File: config.mk
export PLATFORM = sky130hd
export DESIGN_NAME = rmvn_ctrl
export DESIGN_NICKNAME = d
export VERILOG_FILES = /design/src/rtl/core/rmvn_pkg.sv /design/src/rtl/core/rmvn_ctrl.sv
export SDC_FILE = /design/constraint.sdc
export NUM_CORES = 1
export LEC_CHECK = 0
export BUFFER_PORTS_ARGS = -buffer_cell sky130_fd_sc_hd__clkbuf_2
export CORE_MARGIN = 3
export CORE_UTILIZATION = 53
export DETAILED_ROUTE_END_ITERATION = 10
export GPL_ROUTABILITY_DRIVEN = 0
export PLACE_DENSITY_LB_ADDON = 0.25
export SYNTH_ARGS = -nofsm -noshare
export SYNTH_HDL_FRONTEND = slang
export SYNTH_SLANG_ARGS = --single-unit
export TNS_END_PERCENT = 20
File: constraint.sdc
create_clock -name clk_i -period 2.37 [get_ports clk_i]
set_input_delay 0.237 -clock clk_i [delete_from_list [all_inputs] [get_ports clk_i]]
set_output_delay 0.237 -clock clk_i [all_outputs]
set_load 0.005 [all_outputs]
File: src/rtl/core/rmvn_pkg.sv
// Shared types, constants and helpers of the running mean/variance normalizer.
package rmvn_pkg;

  localparam int OBS_DIM = 64;
  localparam int AW = (OBS_DIM > 1) ? $clog2(OBS_DIM) : 1;

  localparam logic [16:0] ONE_Q16 = 17'd65536;
  localparam logic [31:0] VAR_RESET = 32'h0001_0000;

  localparam int SQRT_STEPS = 24;
  localparam int DIV_STEPS = 49;

  localparam logic [2:0] REG_OBS_SMOOTH = 3'd0;
  localparam logic [2:0] REG_REW_SMOOTH = 3'd1;
  localparam logic [2:0] REG_OBS_EN = 3'd2;
  localparam logic [2:0] REG_REW_EN = 3'd3;
  localparam logic [2:0] REG_REW_GAIN = 3'd4;

  typedef struct packed {
    logic [16:0] obs_smooth;
    logic [16:0] rew_smooth;
    logic        obs_en;
    logic        rew_en;
    logic [24:0] gain;
  } cfg_t;

  typedef enum logic [2:0] {
    MS_MEAN_OLD,
    MS_SAMPLE,
    MS_DEV,
    MS_VAR_OLD,
    MS_VAR_NEW,
    MS_GAIN_LO,
    MS_GAIN_HI
  } mul_sel_e;

  typedef enum logic [1:0] {
    ACC_HOLD,
    ACC_LOAD,
    ACC_ADD,
    ACC_ADD_HI
  } acc_op_e;

  typedef struct packed {
    logic     load_item;
    mul_sel_e mul_sel;
    acc_op_e  acc_op;
    logic     lat_mean;
    logic     lat_dev;
    logic     lat_sq;
    logic     lat_var;
    logic     write_back;
    logic     sqrt_init;
    logic     sqrt_step;
    logic     div_init;
    logic     div_step;
    logic     finish;
  } cmd_t;

  typedef struct packed {
    logic op;
    logic norm;
  } sts_t;

  function automatic logic [31:0] sat32(input logic neg, input logic [59:0] mag);
    logic [31:0] res;
    if (neg) begin
      if (mag > 60'h0_8000_0000) res = 32'h8000_0000;
      else res = ~mag[31:0] + 32'd1;
    end else begin
      if (mag > 60'h0_7FFF_FFFF) res = 32'h7FFF_FFFF;
      else res = mag[31:0];
    end
    return res;
  endfunction

endpackage

File: src/rtl/core/rmvn_ctrl.sv
// Sequencing state machine of the normalizer.
module rmvn_ctrl (
  input  logic          clk_i,
  input  logic          rst_ni,
  input  logic          in_valid_i,
  output logic          in_ready_o,
  input  logic          out_ready_i,
  output logic          out_valid_o,
  input  rmvn_pkg::sts_t sts_i,
  output rmvn_pkg::cmd_t cmd_o
);

  localparam logic [4:0] S_IDLE  = 5'd0;
  localparam logic [4:0] S_FETCH = 5'd1;
  localparam logic [4:0] S_M1    = 5'd2;
  localparam logic [4:0] S_M2    = 5'd3;
  localparam logic [4:0] S_M3    = 5'd4;
  localparam logic [4:0] S_M4    = 5'd5;
  localparam logic [4:0] S_M5    = 5'd6;
  localparam logic [4:0] S_M6    = 5'd7;
  localparam logic [4:0] S_M7    = 5'd8;
  localparam logic [4:0] S_M8    = 5'd9;
  localparam logic [4:0] S_M9    = 5'd10;
  localparam logic [4:0] S_M10   = 5'd11;
  localparam logic [4:0] S_M11   = 5'd12;
  localparam logic [4:0] S_M12   = 5'd13;
  localparam logic [4:0] S_WB    = 5'd14;
  localparam logic [4:0] S_SQRT  = 5'd15;
  localparam logic [4:0] S_DIVI  = 5'd16;
  localparam logic [4:0] S_DIV   = 5'd17;
  localparam logic [4:0] S_G1    = 5'd18;
  localparam logic [4:0] S_G2    = 5'd19;
  localparam logic [4:0] S_G3    = 5'd20;
  localparam logic [4:0] S_DONE  = 5'd21;

  logic [4:0] state_q, state_d;
  logic [5:0] cnt_q, cnt_d;
  logic       out_valid_q, out_valid_d;
  logic       slot_free;

  assign slot_free   = !out_valid_q || out_ready_i;
  assign in_ready_o  = (state_q == S_IDLE);
  assign out_valid_o = out_valid_q;

  always_comb begin
    state_d     = state_q;
    cnt_d       = cnt_q;
    out_valid_d = out_valid_q && !out_ready_i;
    cmd_o       = '0;
    cmd_o.mul_sel = rmvn_pkg::MS_MEAN_OLD;
    cmd_o.acc_op  = rmvn_pkg::ACC_HOLD;
    unique case (state_q)
      S_IDLE: begin
        if (in_valid_i) begin
          cmd_o.load_item = 1'b1;
          state_d = S_FETCH;
        end
      end
      S_FETCH: begin
        if (sts_i.norm) state_d = S_M1;
        else if (sts_i.op) state_d = S_G1;
        else state_d = S_DONE;
      end
      S_M1: begin
        cmd_o.mul_sel = rmvn_pkg::MS_MEAN_OLD;
        state_d = S_M2;
      end
      S_M2: begin
        cmd_o.mul_sel = rmvn_pkg::MS_SAMPLE;
        cmd_o.acc_op  = rmvn_pkg::ACC_LOAD;
        state_d = S_M3;
      end
      S_M3: begin
        cmd_o.acc_op = rmvn_pkg::ACC_ADD;
        state_d = S_M4;
      end
      S_M4: begin
        cmd_o.lat_mean = 1'b1;
        state_d = S_M5;
      end
      S_M5: begin
        cmd_o.lat_dev = 1'b1;
        state_d = S_M6;
      end
      S_M6: begin
        cmd_o.mul_sel = rmvn_pkg::MS_DEV;
        state_d = S_M7;
      end
      S_M7: begin
        cmd_o.acc_op = rmvn_pkg::ACC_LOAD;
        state_d = S_M8;
      end
      S_M8: begin
        cmd_o.lat_sq = 1'b1;
        state_d = S_M9;
      end
      S_M9: begin
        cmd_o.mul_sel = rmvn_pkg::MS_VAR_OLD;
        state_d = S_M10;
      end
      S_M10: begin
        cmd_o.mul_sel = rmvn_pkg::MS_VAR_NEW;
        cmd_o.acc_op  = rmvn_pkg::ACC_LOAD;
        state_d = S_M11;
      end
      S_M11: begin
        cmd_o.acc_op = rmvn_pkg::ACC_ADD;
        state_d = S_M12;
      end
      S_M12: begin
        cmd_o.lat_var = 1'b1;
        state_d = S_WB;
      end
      S_WB: begin
        cmd_o.write_back = 1'b1;
        cmd_o.sqrt_init  = 1'b1;
        cnt_d = '0;
        state_d = S_SQRT;
      end
      S_SQRT: begin
        cmd_o.sqrt_step = 1'b1;
        cnt_d = cnt_q + 6'd1;
        if (cnt_q == 6'(rmvn_pkg::SQRT_STEPS - 1)) state_d = S_DIVI;
      end
      S_DIVI: begin
        cmd_o.div_init = 1'b1;
        cnt_d = '0;
        state_d = S_DIV;
      end
      S_DIV: begin
        cmd_o.div_step = 1'b1;
        cnt_d = cnt_q + 6'd1;
        if (cnt_q == 6'(rmvn_pkg::DIV_STEPS - 1)) state_d = sts_i.op ? S_G1 : S_DONE;
      end
      S_G1: begin
        cmd_o.mul_sel = rmvn_pkg::MS_GAIN_LO;
        state_d = S_G2;
      end
      S_G2: begin
        cmd_o.mul_sel = rmvn_pkg::MS_GAIN_HI;
        cmd_o.acc_op  = rmvn_pkg::ACC_LOAD;
        state_d = S_G3;
      end
      S_G3: begin
        cmd_o.acc_op = rmvn_pkg::ACC_ADD_HI;
        state_d = S_DONE;
      end
      S_DONE: begin
        if (slot_free) begin
          cmd_o.finish = 1'b1;
          out_valid_d  = 1'b1;
          state_d = S_IDLE;
        end
      end
      default: state_d = S_IDLE;
    endcase
  end

  always_ff @(posedge clk_i or negedge rst_ni) begin
    if (!rst_ni) begin
      state_q     <= S_IDLE;
      cnt_q       <= '0;
      out_valid_q <= 1'b0;
    end else begin
      state_q     <= state_d;
      cnt_q       <= cnt_d;
      out_valid_q <= out_valid_d;
    end
  end

  a_accept_leaves_idle: assert property (@(posedge clk_i) disable iff (!rst_ni)
    in_valid_i && in_ready_o |=> state_q == S_FETCH)
    else $error("accepted item did not start processing");

  a_finish_needs_slot: assert property (@(posedge clk_i) disable iff (!rst_ni)
    cmd_o.finish |-> slot_free)
    else $error("result overwrites a pending output");

  a_single_event: assert property (@(posedge clk_i) disable iff (!rst_ni)
    $onehot0({cmd_o.load_item, cmd_o.write_back, cmd_o.div_init, cmd_o.finish}))
    else $error("conflicting datapath commands");

  a_finish_sets_valid: assert property (@(posedge clk_i) disable iff (!rst_ni)
    cmd_o.finish |=> out_valid_o)
    else $error("finished result not presented");

endmodule

## Word level (Yosys, flattened, before mapping)

Index checks and enable logic that the tools add are counted.

- Bits in registers: 12
- Input port bits: 6
- Output and inout port bits: 18

- Add/subtract/negate cells: 1
- Eq/ne operators: 27
- Muxes and demuxes: 24
- Reduce and logical (&&, ||, !) cells: 11

Operators by type and width:

| kind | count |
|---|---|
| $pmux 5 s22 | 1 |
| $eq 5x4->1 const B | 8 |
| $eq 5x5->1 const B | 6 |
| $mux 5 | 5 |
| $eq 5x3->1 const B | 4 |
| $pmux 3 s6 | 1 |
| $mux 1 | 13 |
| $pmux 6 s2 | 1 |
| $eq 5x2->1 const B | 2 |
| $ne 2x2->1 const B | 4 |
| $add 6x1->6 const B | 1 |
| $eq 6x5->1 const B | 1 |
| $eq 6x6->1 const B | 1 |
| $pmux 2 s3 | 1 |
| $reduce_or 2->1 | 3 |
| $eq 5x1->1 const B | 1 |
| $logic_not 5->1 | 1 |
| $reduce_and 4->1 | 1 |
| $reduce_or 4->1 | 1 |
| $mux 3 | 1 |
| $logic_not 1->1 | 2 |
| $mux 2 | 1 |
| $reduce_bool 2->1 | 1 |
| $logic_and 1x1->1 | 1 |
| $logic_or 1x1->1 | 1 |

## Logic depth before layout (Yosys ltp)

- Word-level depth: 4
- Mapped depth: 7

## Worst setup path before layout

No wires, ideal clock.

- Path kind: register -> register
- Start point: reg cnt_q[0]
- End point: reg state_q[1]
- Library setup time: 0.125 ns
- Arrival time: 1.793 ns
- Data required time: 2.245 ns
- Setup slack: 0.452 ns
- Stages on the path, launching flop included: 8
- Path buffers: 1
- Cell sequence: dfrtp_1 inv_1 ha_1 nor4bb_1 a2111oi_0 or4_1 buf_6 mux2_4

- Word-level cells in the longest chain between the ends: 3

RTL lines:

| element | line | text |
|---|---|---|
| from (decl) | rmvn_ctrl.sv:37 | `logic [5:0] cnt_q, cnt_d;` |
| from (signal assigned) | rmvn_ctrl.sv:166 | `cnt_q <= cnt_d;` |
| $eq 6x6->1 / $eq 6x5->1 (equally long branches) | rmvn_ctrl.sv:133, rmvn_ctrl.sv:123 |  |
| $ne 2x2->1 (no line) | - |  |
| $reduce_and 4->1 (no line) * | - |  |
| to (signal assigned) | rmvn_ctrl.sv:165 | `state_q <= state_d;` |
| to (decl) | rmvn_ctrl.sv:36 | `logic [4:0] state_q, state_d;` |

Every way passes the cells marked *; elsewhere a longest branch is shown, timed or not.
A chain may end at the register's enable or synchronous reset.

## Final worst setup path

- Start point: reg state_q[1]
- End point: reg state_q[4]

- Word-level cells in the longest chain between the ends: 3

RTL lines:

| element | line | text |
|---|---|---|
| $eq 5x5->1 (tied with other cells) | rmvn_ctrl.sv:52 | `unique case (state_q)` |
| $ne 2x2->1 (no line) | - |  |
| $reduce_and 4->1 (no line) | - |  |

Several ways; a longest one is shown, not always the timed one.

==> impl_metrics.json <==
{
  "min_period_over_period_pct": 92.1,
  "start_util_pct": 59.2,
  "crit_fanout": 13,
  "crit_path_end": "state_q[4]$_DFFE_PN0P_",
  "synth-adder-area-share_pct": 2.32,
  "r2r_end": "state_q[4]$_DFFE_PN0P_",
  "async_flop_share_pct": 100,
  "dp.final_hpwl_um": 2020,
  "yosys_warnings": 0,
  "synth_compound_area_share_pct": 21.2,
  "synth_edf_count": 0,
  "synth_top_area_cell": "dfrtp_1",
  "yosys.area_share.simple_pct": 30.0,
  "die_area_mm2": 0.00261,
  "ant_nets": 0,
  "worstPathRequired_ns": 2.53,
  "htreeDepth": 1,
  "synth.area.top_cells": "dfrtp_1 (28%), nand2b_1 (6.4%), nor2_1 (4.9%)",
  "slew_headroom_pct": 75.0,
  "drc_errors": 0,
  "drt-initial-drc-count": 20,
  "dp_cells": 176,
  "pre_cts_ws_ns": 0.195,
  "fin_area_mm2": 0.00125,
  "postCtsSetupRepairBufs": 0,
  "finalSetupViolCount": 0,
  "num-nets-final": 165,
  "critPathKind": "reg2reg",
  "dieWidth_um": 51.1,
  "cp-startpoint": "state_q[1]$_DFFE_PN0P_",
  "max_freq_mhz": 458,
  "grt_max_degree": 14,
  "finalCriticalPeriod_ns": 2.18,
  "reg2reg_from": "state_q[1]$_DFFE_PN0P_",
  "slew_violations": 0,
  "cap_violations": 0,
  "grt_pass1_wl_um": 4530,
  "tightest_slew_ns": 0.365,
  "leakage_nw": 0.580,
  "avgSynthCellArea_um2": 8.05,
  "clkSinkCount": 12,
  "synth_top_family_by_area": "simple AND/OR/NAND/NOR gates",
  "clock-root-buffer": "clkbuf_4",
  "yosysTopAreaCellShare_pct": 27.8,
  "ir_worst_vdd_v": 0.000871,
  "p_per_area_mw_per_mm2": 1330,
  "outcome": "completed",
  "track_usage_pct": 22.5,
  "clock_latency_ns": 0.27,
  "path_clk_slew_ns": 0.08,
  "r2r_slack_ns": 0.19,
  "synthDistinctLibCells": 43,
  "yosys_register_bits": 12,
  "antenna_found_initial": 0,
  "numCtsBuffers": 3,
  "postSynthCellCount": 134,
  "dr.pass1.iters": 4,
  "min-delay-start": "out_ready_i",
  "insertedDiodeCount": 0,
  "fp.dieH_um": 51.1,
  "tritoncts": "built",
  "startpoint_type": "flop",
  "stdcell_count": 181,
  "wirelength_um": 2600,
  "setup_ws_ns": 0.187,
  "reg2regPathDepth": 4,
  "vias": 1044,
  "post_cts_resized": 0,
  "rsz0062_at_grt": "false",
  "grt_pass1_vias": 1031,
  "use_met3_pct": 5.25,
  "portBuffers": 23,
  "busiest_layer": "met2",
  "use_met2_pct": 38.8,
  "synth_seq_area_share_pct": 27.8,
  "syn_area_mm2": 0.00108,
  "synth_mux_area_share_pct": 9.16,
  "skew_ns": 0.00615,
  "final_core_util_pct": 68.9,
  "use_met1_pct": 28.6,
  "wl_per_cell_um": 14.4,
  "overflow": 0,
  "io_pins": 24,
  "synth-xor-area-share_pct": 0.812,
  "hold_path_class": "in2reg",
  "hold_viol_final": 0,
  "drive_above_1_share_pct": 28.2,
  "synth.most_common_cell": "nor2_1",
  "placed_cell_area_mm2": 0.00121,
  "area_delta_synth_final_pct": 16.2,
  "synthTopCellsByCount": "nor2_1 (14), dfrtp_1 (12), nand2b_1 (11)",
  "coreArea_mm2": 0.00182,
  "worstPathArrival_ns": 2.34,
  "cp-end-kind": "flop",
  "rows": 15,
  "ctsLongestPathBuffers": 2,
  "setup_tns_ns": 0,
  "via_per_inst": 5.77,
  "ys.flop_type": "dfrtp_1",
  "synth_nets": 142
}
==> how the worst min path moves through the flow <==
stage	endpoint	slack [ns]	cells after the start
after floorplan	cnt_q[0]$_DFFE_PN0P_	-0.06	0
after global placement	cnt_q[2]$_DFFE_PN0P_	0.13	1
after detailed placement	cnt_q[4]$_DFFE_PN0P_	0.13	1
after CTS	out_valid_o$_DFF_PN0_	0.27	3
after global routing	out_valid_o$_DFF_PN0_	0.31	3
final	out_valid_o$_DFF_PN0_	0.27	3
==> worst max-delay path: stages, from the launching register on <==
cell       delay (ns)
dfrtp_1          0.51
or3b_1           0.47
a2111oi_0        0.38
or4_1            0.37
mux2_4           0.34
==> power breakdown <==
group | internal (W) | total, W | switching, W
clock network | 0.0000933 | 0.000159 | 0.0000661
logic | 0.000526 | 0.00107 | 0.000541
registers | 0.000297 | 0.000440 | 0.000144
==> cell usage in the layout, fill, tap and decap left out, types with 2 or more instances in the layout <==
master    instances
buf_4             7
nor2b_1           2
a311oi_1          2
nor3_1            4
ha_1              2
o21ai_0           8
dfrtp_1          12
clkbuf_4          3
or2_2             2
a211o_1           2
mux2_4            3
a21oi_1           4
mux2i_1           2
nor2_1           14
a22o_1            5
mux2_2            3
o22ai_1           2
nand3_1           2
nand3b_1          2
nand2b_1         11
nand2_1          10
and2_1            4
clkbuf_2         23
inv_1             6
o41ai_1           2
nor4_1            2
==> routing by layer <==
metal  up-vias  wire, um  part of all wire, %
met5         -         0                    0
met4         0        13                 0.50
met3         2       116                  4.5
met2        31      1280                   49
met1       486      1190                   46
li1        525         -                    -
==> cells by family (layout without fill, tap and decap cells) <==
logic type / count (synthesis) / count (layout)
mux: 8 / 8
xor+xnor: 1 / 1
flops: 12 / 12
fa+ha+maj: 2 / 2
compound gates: 32 / 32
buf+inv: 19 / 41
simple gates: 60 / 60
==> area by class of cell <==
class                   count  area, um^2
clock buffers               4        36.3
fillers                   155         567
flip-flops and latches     12         300
multi-input cells         103         686
repair buffers             31         178
well taps                  25        31.3
inverters                   6        22.5
==> what timing repair did <==
item,in CTS,in global routing
endpoints found under the setup margin,0,0
hold buffers,1,0
hold endpoints to repair,12,0
==> flip-flops by register name, summed over array words and instances (netlist names) <==
signal / count
state_q: 5
cnt_q: 6
out_valid_o: 1
==> metrics by stage <==
step | total power, W | hold slack [ns]
floorplan | 0.00124 | -0.0586
global placement | 0.00145 | 0.132
detailed placement | 0.00150 | 0.134
CTS | 0.00167 | 0.274
global route | 0.00182 | 0.310
finish | 0.00167 | 0.274
Power figures use the tool's default switching activity.
